===== src/qcfc_pkg.sv =====
// Shared types, widths and constants of the quaternion cell step block.
// Holds the controller command and status structs and the fixed-point helpers.
// Depends on nothing; every other file imports it.
`default_nettype none

package qcfc_pkg;

    localparam int LANE_W  = 16;
    localparam int QUAT_W  = 4 * LANE_W;
    localparam int ACC_W   = 36;
    localparam int V_W     = 54;
    localparam int TSUM_W  = 43;
    localparam int DIV_NW  = 44;
    localparam int DIV_DW  = 32;
    localparam int DIV_CW  = 6;
    localparam int SQ_W    = 62;
    localparam int SQRT_IW = 64;
    localparam int SQRT_RW = 32;
    localparam int SQRT_CW = 5;
    localparam int CNT_W   = 5;
    localparam int IN_W    = 80;
    localparam int CFG_IW  = 2;

    localparam logic [30:0] LOG2E_Q30 = 31'd1549082005;

    localparam logic [CFG_IW-1:0] CFG_IN_GAIN  = 2'd0;
    localparam logic [CFG_IW-1:0] CFG_FB_GAIN  = 2'd1;
    localparam logic [CFG_IW-1:0] CFG_OUT_GAIN = 2'd2;
    localparam logic [CFG_IW-1:0] CFG_TAU      = 2'd3;

    localparam logic [QUAT_W-1:0] RST_IN_GAIN  = 64'd4096;
    localparam logic [QUAT_W-1:0] RST_FB_GAIN  = 64'd0;
    localparam logic [QUAT_W-1:0] RST_OUT_GAIN = 64'd4096;
    localparam logic [QUAT_W-1:0] RST_TAU      = 64'd288234774265332736;
    localparam logic [QUAT_W-1:0] QUAT_IDENT   = 64'd4096;

    typedef enum logic [4:0] {
        OP_NONE,
        OP_LOAD,
        OP_MAC_DRV,
        OP_TAU_DIV,
        OP_TAU_ACC,
        OP_EXP_X,
        OP_EXP_Y,
        OP_EXP_ACC,
        OP_DECAY,
        OP_MIX,
        OP_ABS,
        OP_SHIFT,
        OP_SQ,
        OP_SQRT,
        OP_IDENT,
        OP_NDIV,
        OP_NS_WR,
        OP_MAC_OUT,
        OP_OUT_LOAD
    } dp_op_t;

    typedef struct packed {
        dp_op_t             op;
        logic [CNT_W-1:0]   idx;
        logic               reject;
    } dp_cmd_t;

    typedef struct packed {
        logic div_busy;
        logic sqrt_busy;
        logic in_dt_zero;
        logic shift_need;
        logic norm_zero;
    } dp_stat_t;

    // Integer square root, used only to build the constant root table.
    function automatic logic [63:0] isqrt_c(logic [63:0] v);
        logic [63:0] rem_v;
        logic [63:0] res_v;
        logic [63:0] bit_v;
        rem_v = v;
        res_v = '0;
        bit_v = 64'd1 << 62;
        for (int i = 0; i < 32; i++) begin
            if (rem_v >= res_v + bit_v) begin
                rem_v = rem_v - (res_v + bit_v);
                res_v = (res_v >> 1) + bit_v;
            end else begin
                res_v = res_v >> 1;
            end
            bit_v = bit_v >> 2;
        end
        return res_v;
    endfunction

    // Entry b holds 2^(-2^(b-16)) in Q.30, the factor for fraction bit b.
    function automatic logic [16*30-1:0] make_rtab();
        logic [16*30-1:0] tab;
        logic [63:0]      r;
        tab = '0;
        r   = isqrt_c(64'd1 << 59);
        for (int b = 15; b >= 0; b--) begin
            tab[b*30 +: 30] = r[29:0];
            r = isqrt_c(r << 30);
        end
        return tab;
    endfunction

    localparam logic [16*30-1:0] EXP_RTAB = make_rtab();

    function automatic logic signed [LANE_W-1:0] lane16(logic [QUAT_W-1:0] w, logic [1:0] i);
        return signed'(w[{i, 4'b0000} +: LANE_W]);
    endfunction

    // Hamilton product: lane k, term j multiplies a[j] by b[k^j]; these terms subtract.
    function automatic logic ham_neg(logic [1:0] k, logic [1:0] j);
        return (k == 2'd0 && j != 2'd0) || (k == 2'd1 && j == 2'd3) ||
               (k == 2'd2 && j == 2'd1) || (k == 2'd3 && j == 2'd2);
    endfunction

    // Q.24 to Q3.12, rounding half away from zero, saturated.
    function automatic logic [LANE_W-1:0] q24_sat(logic signed [ACC_W-1:0] v);
        logic [ACC_W-1:0] mag;
        logic [ACC_W-1:0] rnd;
        logic [LANE_W-1:0] res;
        mag = v[ACC_W-1] ? ACC_W'(-v) : ACC_W'(v);
        rnd = (mag + ACC_W'(2048)) >> 12;
        if (v[ACC_W-1]) begin
            res = (rnd > ACC_W'(32768)) ? 16'h8000 : LANE_W'(-rnd);
        end else begin
            res = (rnd > ACC_W'(32767)) ? 16'h7fff : rnd[LANE_W-1:0];
        end
        return res;
    endfunction

endpackage

`default_nettype wire


===== src/qcfc_ctrl.sv =====
// Sequencer of the cell step: walks one item through the datapath phases
// and owns the input ready and output valid handshake flags.
// Depends on qcfc_pkg.
`default_nettype none

module qcfc_ctrl (
    input  wire logic                aclk,
    input  wire logic                aresetn,
    input  wire logic                s_tvalid,
    output logic                     s_tready,
    output logic                     m_tvalid,
    input  wire logic                m_tready,
    input  wire qcfc_pkg::dp_stat_t  stat,
    output qcfc_pkg::dp_cmd_t        cmd
);
    import qcfc_pkg::*;

    typedef enum logic [17:0] {
        ST_IDLE  = 18'h00001,
        ST_DRV   = 18'h00002,
        ST_TDIV  = 18'h00004,
        ST_TWAIT = 18'h00008,
        ST_EXPX  = 18'h00010,
        ST_EXPY  = 18'h00020,
        ST_EXPA  = 18'h00040,
        ST_DECAY = 18'h00080,
        ST_MIX   = 18'h00100,
        ST_ABS   = 18'h00200,
        ST_SHIFT = 18'h00400,
        ST_SQ    = 18'h00800,
        ST_SQRT  = 18'h01000,
        ST_SWAIT = 18'h02000,
        ST_NDIV  = 18'h04000,
        ST_NWAIT = 18'h08000,
        ST_OMAC  = 18'h10000,
        ST_DONE  = 18'h20000
    } ctrl_state_t;

    ctrl_state_t      state_reg, state_next;
    logic [CNT_W-1:0] cnt_reg, cnt_next;
    logic             rej_reg, rej_next;
    logic             mv_reg, mv_next;

    always_comb begin
        state_next = state_reg;
        cnt_next   = cnt_reg;
        rej_next   = rej_reg;
        mv_next    = mv_reg;
        cmd.op     = OP_NONE;
        cmd.idx    = cnt_reg;
        cmd.reject = rej_reg;
        if (mv_reg && m_tready) begin
            mv_next = 1'b0;
        end
        case (state_reg)
            ST_IDLE: begin
                if (s_tvalid) begin
                    cmd.op     = OP_LOAD;
                    rej_next   = stat.in_dt_zero;
                    cnt_next   = '0;
                    state_next = stat.in_dt_zero ? ST_DONE : ST_DRV;
                end
            end
            ST_DRV: begin
                cmd.op   = OP_MAC_DRV;
                cnt_next = cnt_reg + 1'b1;
                if (cnt_reg == CNT_W'(31)) begin
                    cnt_next   = '0;
                    state_next = ST_TDIV;
                end
            end
            ST_TDIV: begin
                cmd.op     = OP_TAU_DIV;
                state_next = ST_TWAIT;
            end
            ST_TWAIT: begin
                if (!stat.div_busy) begin
                    cmd.op = OP_TAU_ACC;
                    if (cnt_reg == CNT_W'(3)) begin
                        state_next = ST_EXPX;
                    end else begin
                        cnt_next   = cnt_reg + 1'b1;
                        state_next = ST_TDIV;
                    end
                end
            end
            ST_EXPX: begin
                cmd.op     = OP_EXP_X;
                state_next = ST_EXPY;
            end
            ST_EXPY: begin
                cmd.op     = OP_EXP_Y;
                cnt_next   = '0;
                state_next = ST_EXPA;
            end
            ST_EXPA: begin
                cmd.op   = OP_EXP_ACC;
                cnt_next = cnt_reg + 1'b1;
                if (cnt_reg == CNT_W'(15)) begin
                    state_next = ST_DECAY;
                end
            end
            ST_DECAY: begin
                cmd.op     = OP_DECAY;
                cnt_next   = '0;
                state_next = ST_MIX;
            end
            ST_MIX: begin
                cmd.op   = OP_MIX;
                cnt_next = cnt_reg + 1'b1;
                if (cnt_reg == CNT_W'(7)) begin
                    state_next = ST_ABS;
                end
            end
            ST_ABS: begin
                cmd.op     = OP_ABS;
                state_next = ST_SHIFT;
            end
            ST_SHIFT: begin
                if (stat.shift_need) begin
                    cmd.op = OP_SHIFT;
                end else begin
                    cnt_next   = '0;
                    state_next = ST_SQ;
                end
            end
            ST_SQ: begin
                cmd.op   = OP_SQ;
                cnt_next = cnt_reg + 1'b1;
                if (cnt_reg == CNT_W'(3)) begin
                    state_next = ST_SQRT;
                end
            end
            ST_SQRT: begin
                cmd.op     = OP_SQRT;
                state_next = ST_SWAIT;
            end
            ST_SWAIT: begin
                if (!stat.sqrt_busy) begin
                    cnt_next = '0;
                    if (stat.norm_zero) begin
                        cmd.op     = OP_IDENT;
                        state_next = ST_OMAC;
                    end else begin
                        state_next = ST_NDIV;
                    end
                end
            end
            ST_NDIV: begin
                cmd.op     = OP_NDIV;
                state_next = ST_NWAIT;
            end
            ST_NWAIT: begin
                if (!stat.div_busy) begin
                    cmd.op = OP_NS_WR;
                    if (cnt_reg == CNT_W'(3)) begin
                        cnt_next   = '0;
                        state_next = ST_OMAC;
                    end else begin
                        cnt_next   = cnt_reg + 1'b1;
                        state_next = ST_NDIV;
                    end
                end
            end
            ST_OMAC: begin
                cmd.op   = OP_MAC_OUT;
                cnt_next = cnt_reg + 1'b1;
                if (cnt_reg == CNT_W'(15)) begin
                    state_next = ST_DONE;
                end
            end
            ST_DONE: begin
                if (!mv_reg || m_tready) begin
                    cmd.op     = OP_OUT_LOAD;
                    mv_next    = 1'b1;
                    state_next = ST_IDLE;
                end
            end
            default: begin
                state_next = ST_IDLE;
            end
        endcase
    end

    always_ff @(posedge aclk) begin
        if (!aresetn) begin
            state_reg <= ST_IDLE;
            cnt_reg   <= '0;
            rej_reg   <= 1'b0;
            mv_reg    <= 1'b0;
        end else begin
            state_reg <= state_next;
            cnt_reg   <= cnt_next;
            rej_reg   <= rej_next;
            mv_reg    <= mv_next;
        end
    end

    assign s_tready = (state_reg == ST_IDLE);
    assign m_tvalid = mv_reg;

endmodule

`default_nettype wire


===== config.mk =====
export PLATFORM = sky130hd
export DESIGN_NAME = qcfc_ctrl
export DESIGN_NICKNAME = d
export VERILOG_FILES = /design/src/qcfc_pkg.sv /design/src/qcfc_ctrl.sv
export SDC_FILE = /design/constraint.sdc
export NUM_CORES = 1
export LEC_CHECK = 0
export ABC_AREA = 1
export ABC_CLOCK_PERIOD_IN_PS = 3190
export BUFFER_PORTS_ARGS = -buffer_cell sky130_fd_sc_hd__buf_2
export CAP_MARGIN = 20
export CELL_PAD_IN_SITES_DETAIL_PLACEMENT = 1
export CELL_PAD_IN_SITES_GLOBAL_PLACEMENT = 1
export CORE_ASPECT_RATIO = 0.8
export CORE_MARGIN = 2
export CORE_UTILIZATION = 44
export DETAILED_ROUTE_END_ITERATION = 10
export PLACE_DENSITY_LB_ADDON = 0.2
export SLEW_MARGIN = 15
export SYNTH_ARGS = -nofsm -noshare
export SYNTH_HDL_FRONTEND = slang
export SYNTH_SLANG_ARGS = --single-unit

===== constraint.sdc =====
create_clock -name aclk -period 3.19 [get_ports aclk]
set_input_delay 0.638 -clock aclk [delete_from_list [all_inputs] [get_ports aclk]]
set_output_delay 0.638 -clock aclk [all_outputs]
set_load 0.02 [all_outputs]

# Word-level counts from Yosys, hierarchy flattened
# Index checks and enable logic that the tools add are counted.
dict set report word_totals {
  word_cells 84
  input_bits 9
  out_inout_bits 13
  reg_bits 25
}
dict set report op_classes {
  n_eq_ne 34
  n_addsub 1
  mux 36
  n_reduce_logical 9
}
# op n
set op_table {}
lappend op_table {{$pmux 18 s18} 1}
lappend op_table {{$mux 18} 12}
lappend op_table {{$pmux 5 s18} 1}
lappend op_table {{$mux 5} 11}
lappend op_table {{$pmux 5 s8} 1}
lappend op_table {{$mux 17} 2}
lappend op_table {{$ne 2x2->1 const B} 12}
lappend op_table {{$eq 18x1->1 const B} 1}
lappend op_table {{$eq 18x10->1 const B} 1}
lappend op_table {{$eq 18x11->1 const B} 1}
lappend op_table {{$eq 18x12->1 const B} 1}
lappend op_table {{$eq 18x13->1 const B} 1}
lappend op_table {{$eq 18x14->1 const B} 1}
lappend op_table {{$eq 18x15->1 const B} 1}
lappend op_table {{$eq 18x16->1 const B} 1}
lappend op_table {{$eq 18x17->1 const B} 1}
lappend op_table {{$eq 18x18->1 const B} 1}
lappend op_table {{$eq 18x2->1 const B} 1}
lappend op_table {{$eq 18x3->1 const B} 1}
lappend op_table {{$eq 18x4->1 const B} 1}
lappend op_table {{$eq 18x5->1 const B} 1}
lappend op_table {{$eq 18x6->1 const B} 1}
lappend op_table {{$eq 18x7->1 const B} 1}
lappend op_table {{$eq 18x8->1 const B} 1}
lappend op_table {{18 further kinds} 23}

# Depth between registers and ports, before layout
# Gate-level depths: netlist of the first run.
dict set report logic_depth {
  ltp_word 4
  depth_mapped 14
  mapped_depth_nobuf 13
}

# Worst setup path before layout of the first run
# No wires, ideal clock.
dict set report synth_path {
  kind {register to output}
  startpoint {register state_reg[4]}
  endpoint {output port cmd[7] (netlist name)}
  path_slack_ps 924
  path_stages_with_launch 11
  arrival_ps 1628
  cell_sequence {dfxtp_1 > nor2_1 > nand2_2 > nor2_8 > buf_4 > nand3_2 > inv_1 > nand2_1 > or2_1 > and3_1 > o2111ai_1}
}
# item line
set synth_lines {}
lappend synth_lines {{start, declared} qcfc_ctrl.sv:39} ;# ctrl_state_t state_reg, state_next;
lappend synth_lines {{start signal, assigned} qcfc_ctrl.sv:192} ;# state_reg <= state_next;
lappend synth_lines {{end, declared} qcfc_ctrl.sv:14} ;# output qcfc_pkg::dp_cmd_t cmd

==> results of run 1 <==
==> worst register-to-register path, delay by kind of cell, from the launching register on <==
kind,cells,cell delay (ns)
flip-flops,1,0.45
adder cells (fa/ha/maj),1,0.25
AO/OA/AOI/OAI,1,0.31
AND/OR/NAND/NOR,7,1.05
buffers and inverters,1,0.14
==> worst min path at each step <==
stage | from | end | slack (ns) | cells past startpoint
after floorplan | rej_reg | rej_reg | 0.47 | 2
after global placement | rej_reg | rej_reg | 0.48 | 2
after detailed placement | rej_reg | rej_reg | 0.52 | 2
final | rej_reg | rej_reg | 0.52 | 2
after CTS | rej_reg | rej_reg | 0.54 | 2
after global routing | rej_reg | rej_reg | 0.57 | 2
==> layer usage <==
| metal | global-route usage, % | vias up | wire [microns] |
|---|---|---|---|
| li1 | - | 1162 | - |
| met3 | 5.01 | 10 | 443 |
| met5 | 0 | - | 0 |
| met1 | 42.4 | 1194 | 3520 |
| met2 | 45.4 | 94 | 3320 |
| met4 | 7.08 | 0 | 80 |
==> cell usage in the layout, fill, tap and decap left out, types with 2 or more instances in the layout <==
cell type	instances
a211oi_1	2
nand3b_1	3
nand4_1	20
o2111ai_1	2
inv_2	4
o21ai_1	4
nand2_2	9
inv_1	44
nand3_2	8
nor2_2	8
buf_2	21
o21ai_0	5
a31oi_1	2
nor2_4	8
ha_1	3
a21oi_1	7
dfxtp_1	25
nand2_1	62
clkbuf_8	3
nand3_1	25
nor3_1	20
nand2_4	2
nor2_8	2
nor2_1	63
==> kinds of logic (layout without fill, tap and decap cells) <==
logic type | count (synthesis) | in the layout | synth area share [%]
AND/OR/NAND/NOR | 237 | 237 | 57.6
buffers and inverters | 55 | 73 | 10.9
flip-flops | 25 | 25 | 23.2
AO/OA/AOI/OAI | 24 | 24 | 6.49
adder cells (fa/ha/maj) | 3 | 3 | 1.74
==> power by group through the flow <==
| stage | Clock (W) | Combinational [W] | Sequential (W) |
|---|---|---|---|
| 2_1_floorplan | 0 | 0.000812 | 0.000419 |
| 3_3_place_gp | 0 | 0.00100 | 0.000414 |
| 3_5_place_dp | 0 | 0.00103 | 0.000419 |
| 4_1_cts | 0.000207 | 0.00104 | 0.000411 |
| 5_1_grt | 0.000221 | 0.00116 | 0.000419 |
| 6_report | 0.000205 | 0.00104 | 0.000411 |
==> stage by stage <==
step                std cells  worst slack, ns  hold slack (ns)  total power [W]
floorplan                 344            0.924            0.472          0.00123
global placement          418            0.682            0.481          0.00141
detailed placement        418            0.637            0.519          0.00145
CTS                       422            0.270            0.536          0.00166
global route              422           0.0886            0.572          0.00180
finish                    422            0.259            0.515          0.00166
==> cell type report <==
| type | count | area (sq um) |
|---|---|---|
| multi-input cells | 264 | 1420 |
| flip-flops and latches | 25 | 500 |
| inverters | 48 | 180 |
| clock buffers | 3 | 41.3 |
| well taps | 60 | 75.1 |
| fillers | 675 | 2320 |
| repair buffers | 21 | 105 |
| clock inverters | 1 | 5.00 |
==> flow_summary_export.csv, run 1 <==
group,metric,value,unit
run_status,status,"completed",
clocking,cts_root_buf,"clkbuf_8",
clocking,cts_tree,"done",
drt,vias,2460,
logic_synthesis,syn_nets,356,
worst_setup_path,critPathKind,"flop to output pin",
run,maxCapViolations,0,
clocking,clkLatencyLatePin,0.28,ns
floorplan,ios,22,
clocking,clock_path_buffers,2,
logic_synthesis,synthArstFlopShare,0,%
logic_synthesis,ys_seq_area_share,23.2,%
floorplan,start_util,46.4,%
timing,fmaxAchievable,341,MHz
place,placed_cell_area,0.00228,sq mm
pwr,power_switching,0.000916,W
drt,wl_per_cell,17.4,microns
pwr,power.share.combinational,62.9,%
place,dpl.hpwl,5910,microns
timing,clock_skew,0.00409,ns
worst_setup_path,path_common_cell,"nor2_4",
global_routing,gr-total-overflow,0,
worst_setup_path,critPathLaunch,"state_reg[17]",
finish,largest_reg_flops,18,
timing,final-setup-viol-count,0,
logic_synthesis,syn_area_per_cell,6.28,sq um
worst_setup_path,worst_path_max_delay_cell,"dfxtp_1",
worst_setup_path,cp_cell_sequence,"nor2_4 > nand2_2 > nor2_4 > nand3_2 > inv_1 > nand2_1 > or2_1 > and3_1 > o2111ai_1 > buf_2",
logic_synthesis,synth_top_area_share,23.2,%
floorplan,die_area,0.00549,sq mm
finish,syn_to_final_growth,7.88,%
logic_synthesis,synth_edf_count,0,
drt,vias_per_cell,5.83,
timing,min_period_over_period,91.9,%
drt,dr.pass1.iters,5,
worst_setup_path,crit_path_end_kind,"output pin",
worst_setup_path,endpoint,"cmd[7]",
logic_synthesis,synth-main-ff-cell,"dfxtp_1",
clocking,numCtsBuffers,3,
pwr,sw_frac_of_total,55.1,%
logic_synthesis,yosys_warnings,0,
logic_synthesis,synth_most_common_cell,"nor2_1",
floorplan,rows,22,
finish,num-nets-final,375,
worst_setup_path,arrival,2.29,ns
timing,slew_viol_final,0,
finish,layout-drive-gt1-share,18.8,%
pwr,intPower,0.000745,W
floorplan,core_area,0.00465,sq mm
floorplan,fp.dieH,66.7,microns
pwr,peakVddDrop,0.352,mV
drt,totalWireLength,7360,microns
clocking,cts_resized,0,
drt,ant_nets,0,
worst_setup_path,cp-start-kind,"flop",
clocking,path_clk_slew,0.10,ns
place,portBuffers,21,
pwr,clock_power_share,12.3,%
worst_setup_path,crit_buf_inv,2,
drt,drc,0,
worst_setup_path,cp.depth,10,
clocking,cts_max_level,1,
global_routing,antenna_found_initial,0,
worst_hold_path,hp-class,"flop to flop",
timing,rsz0062_at_grt,"no",
logic_synthesis,ys_seq_elements,25,
worst_setup_path,required,2.55,ns
global_routing,grt_max_degree,25,
timing,tightest_slew,0.482,ns
clocking,cts_num_sinks,25,
logic_synthesis,synth_top_cell_by_area,"dfxtp_1",
finish,fin_area,0.00233,sq mm
pwr,p_seq_share,24.8,%
logic_synthesis,synthTopCellsByArea,"dfxtp_1 23%, nor2_1 11%, nand2_1 11%",
logic_synthesis,synth_cells,344,
timing,setup_tns,0,ns
worst_setup_path,r2r_start,"cnt_reg[0]",
worst_setup_path,r2r_cells,10,
place,gp_congestion,0.976,
timing,finalHoldViolCount,0,
worst_setup_path,cp_max_fo,10,
worst_setup_path,max_stage_delay,0.38,ns
finish,utilization,50.1,%
pwr,p_per_area,713,mW/mm^2
worst_setup_path,rrSetupSlack,0.90,ns
clocking,holdBufCountCts,0,
timing,max_slew_margin,67.6,%
logic_synthesis,ys_types,34,
logic_synthesis,synthTopCellsByCount,"63 x nor2_1, 62 x nand2_1, 44 x inv_1, 25 x dfxtp_1, 25 x nand3_1",
logic_synthesis,synthesis.area,0.00216,sq mm
timing,post-route-min-period,2.93,ns
drt,drt_iter0_markers,228,
global_routing,track_usage,29.5,%
pwr,leakage,1.19,nW
worst_setup_path,path_delay_family,"simple AND/OR/NAND/NOR gates",
finish,diodes,0,
global_routing,grt_pass1_wl,12100,microns
worst_setup_path,reg2reg_to,"state_reg[3]",
clocking,cts_setup_buffers,0,
floorplan,die_w,82.3,microns
global_routing,first_global_vias,2356,
No activity file was read; power rests on OpenSTA's default activity.
==> run 2, diff against run 1 <==
--- a/config.mk
+++ b/config.mk
@@ -12,10 +12,11 @@
 export CELL_PAD_IN_SITES_DETAIL_PLACEMENT = 1
 export CELL_PAD_IN_SITES_GLOBAL_PLACEMENT = 1
 export CORE_ASPECT_RATIO = 0.8
-export CORE_MARGIN = 2
+export CORE_MARGIN = 3
 export CORE_UTILIZATION = 44
 export DETAILED_ROUTE_END_ITERATION = 10
 export PLACE_DENSITY_LB_ADDON = 0.2
+export REMOVE_ABC_BUFFERS = 1
 export SLEW_MARGIN = 15
 export SYNTH_ARGS = -nofsm -noshare
 export SYNTH_HDL_FRONTEND = slang
==> flow_summary_export.csv, run 2 (same netlist as run 1, synthesis figures left out) <==
group,metric,value,unit
run_status,status,"completed",
worst_setup_path,path_delay_family,"simple AND/OR/NAND/NOR gates",
finish,layout-drive-gt1-share,18.5,%
drt,dr.pass1.iters,4,
place,gp_congestion,0.917,
run,maxCapViolations,0,
drt,drc,0,
clocking,cts_max_level,1,
place,portBuffers,21,
floorplan,die_area,0.00579,sq mm
finish,layout_common_cells,"63 x nor2_1, 62 x nand2_1, 44 x inv_1",
worst_setup_path,cp_cell_sequence,"nor2_4 > nand2_2 > nor2_4 > nand3_2 > inv_1 > nand2_1 > or2_1 > and3_1 > o2111ai_1 > buf_2",
worst_setup_path,r2r_cells,10,
timing,clock_skew,0.00166,ns
clocking,cts_resized,0,
finish,largest_reg_flops,18,
worst_setup_path,crit_buf_inv,2,
drt,totalWireLength,7210,microns
clocking,cts_setup_buffers,0,
clocking,cts_tree,"done",
clocking,numCtsBuffers,3,
clocking,clkLatencyLatePin,0.27,ns
drt,vias_per_cell,5.58,
worst_setup_path,reg2reg_to,"state_reg[3]",
global_routing,first_global_vias,2317,
worst_setup_path,critPathLaunch,"state_reg[17]",
worst_setup_path,path_common_cell,"nor2_4",
worst_setup_path,endpoint,"cmd[7]",
clocking,clock_path_buffers,2,
timing,slew_viol_final,0,
global_routing,grt_max_degree,25,
place,dpl.hpwl,5820,microns
timing,finalHoldViolCount,0,
worst_setup_path,required,2.55,ns
pwr,peakVddDrop,0.346,mV
place,placedCellCount,418,
drt,wl_per_cell,17.1,microns
worst_setup_path,critPathKind,"flop to output pin",
floorplan,die_w,84.3,microns
timing,post-route-min-period,2.89,ns
finish,syn_to_final_growth,7.82,%
worst_setup_path,crit_path_end_kind,"output pin",
finish,instances_no_fill,422,
finish,num-nets-final,375,
timing,rsz0062_at_grt,"no",
finish,layout_commonest_cell,"nor2_1",
clocking,cts_root_buf,"clkbuf_8",
timing,setup_tns,0,ns
timing,tightest_slew,0.534,ns
clocking,cts_num_sinks,25,
floorplan,start_util,46.4,%
worst_setup_path,arrival,2.26,ns
worst_setup_path,r2r_start,"cnt_reg[0]",
clocking,path_clk_slew,0.09,ns
floorplan,fp.dieH,68.7,microns
worst_hold_path,hp-class,"flop to flop",
worst_setup_path,max_stage_delay,0.38,ns
global_routing,track_usage,26.3,%
timing,fmaxAchievable,346,MHz
timing,min_period_over_period,90.7,%
worst_setup_path,cp_max_fo,10,
timing,max_slew_margin,64.3,%
worst_setup_path,worst_path_max_delay_cell,"dfxtp_1",
drt,drt_iter0_markers,175,
worst_setup_path,cp.depth,10,
global_routing,antenna_found_initial,0,
global_routing,gr-total-overflow,0,
pwr,leakage,1.19,nW
timing,final-setup-viol-count,0,
pwr,p_per_area,706,mW/mm^2
worst_setup_path,rrSetupSlack,0.91,ns
global_routing,grt_pass1_wl,12000,microns
drt,ant_nets,0,
finish,diodes,0,
floorplan,rows,22,
floorplan,core_area,0.00465,sq mm
clocking,holdBufCountCts,0,
timing,hold-worst-slack,0.490,ns
worst_setup_path,cp-start-kind,"flop",
drt,vias,2356,
floorplan,ios,22,
## run 2: cell types whose count changed in the layout (fill, tap and decap cells not counted)
cell and change:
clkinv_2 -1, clkbuf_1 +1
## run 2: worst register-to-register path: stages (launching register included)
cell and delay, ns:
dfxtp_1 0.43, ha_1 0.24, nand2_1 0.07, nor2_1 0.26, inv_1 0.15, nand4_1 0.09
nand2_1 0.07, nor2_2 0.19, nand3_4 0.28, o21ai_0 0.33, nor2_1 0.07
## run 2: per-stage QoR
stage | setup WS (ns) | utilization [%] | area [sq um] | power [W]
6_report | 0.296 | 50.1 | 2330 | 0.00164
5_1_grt | 0.139 | 50.1 | 2330 | 0.00179
4_1_cts | 0.311 | 50.1 | 2330 | 0.00164
3_5_place_dp | 0.662 | 49.1 | 2280 | 0.00144
3_3_place_gp | 0.737 | 49.1 | 2280 | 0.00141
2_1_floorplan | 0.973 | - | 2100 | 0.00117
## run 2: worst min-delay path by stage
stage	cells past startpoint	endpoint	slack [ns]	start
final	2	rej_reg	0.49	rej_reg
after CTS	2	rej_reg	0.50	rej_reg
after global routing	2	rej_reg	0.52	rej_reg
after global placement	2	rej_reg	0.48	rej_reg
after floorplan	2	state_reg[7]	0.53	state_reg[6]
after detailed placement	2	rej_reg	0.49	rej_reg
## run 2: power by group
group / internal, W / switching, W
clock: 0.0000896 / 0.000106
sequential: 0.000358 / 0.0000512
combinational: 0.000298 / 0.000740
## run 2: cell type report
cell class | instances | area (sq um)
multi-input cells | 264 | 1420
clock buffers | 4 | 45.0
flip-flops and latches | 25 | 500
well taps | 60 | 75.1
repair buffers | 21 | 105
fillers | 669 | 2320
inverters | 48 | 180
## run 2: layer usage
layer / wire length [microns] / part of all wire [%] / global-route usage (%) / vias up
met4: 148 / 2.1 / 6.22 / 0
met2: 3080 / 43 / 41.2 / 64
li1: - / - / - / 1165
met3: 439 / 6.1 / 6.41 / 20
met5: 0 / 0 / 0 / -
met1: 3550 / 49 / 36.6 / 1107
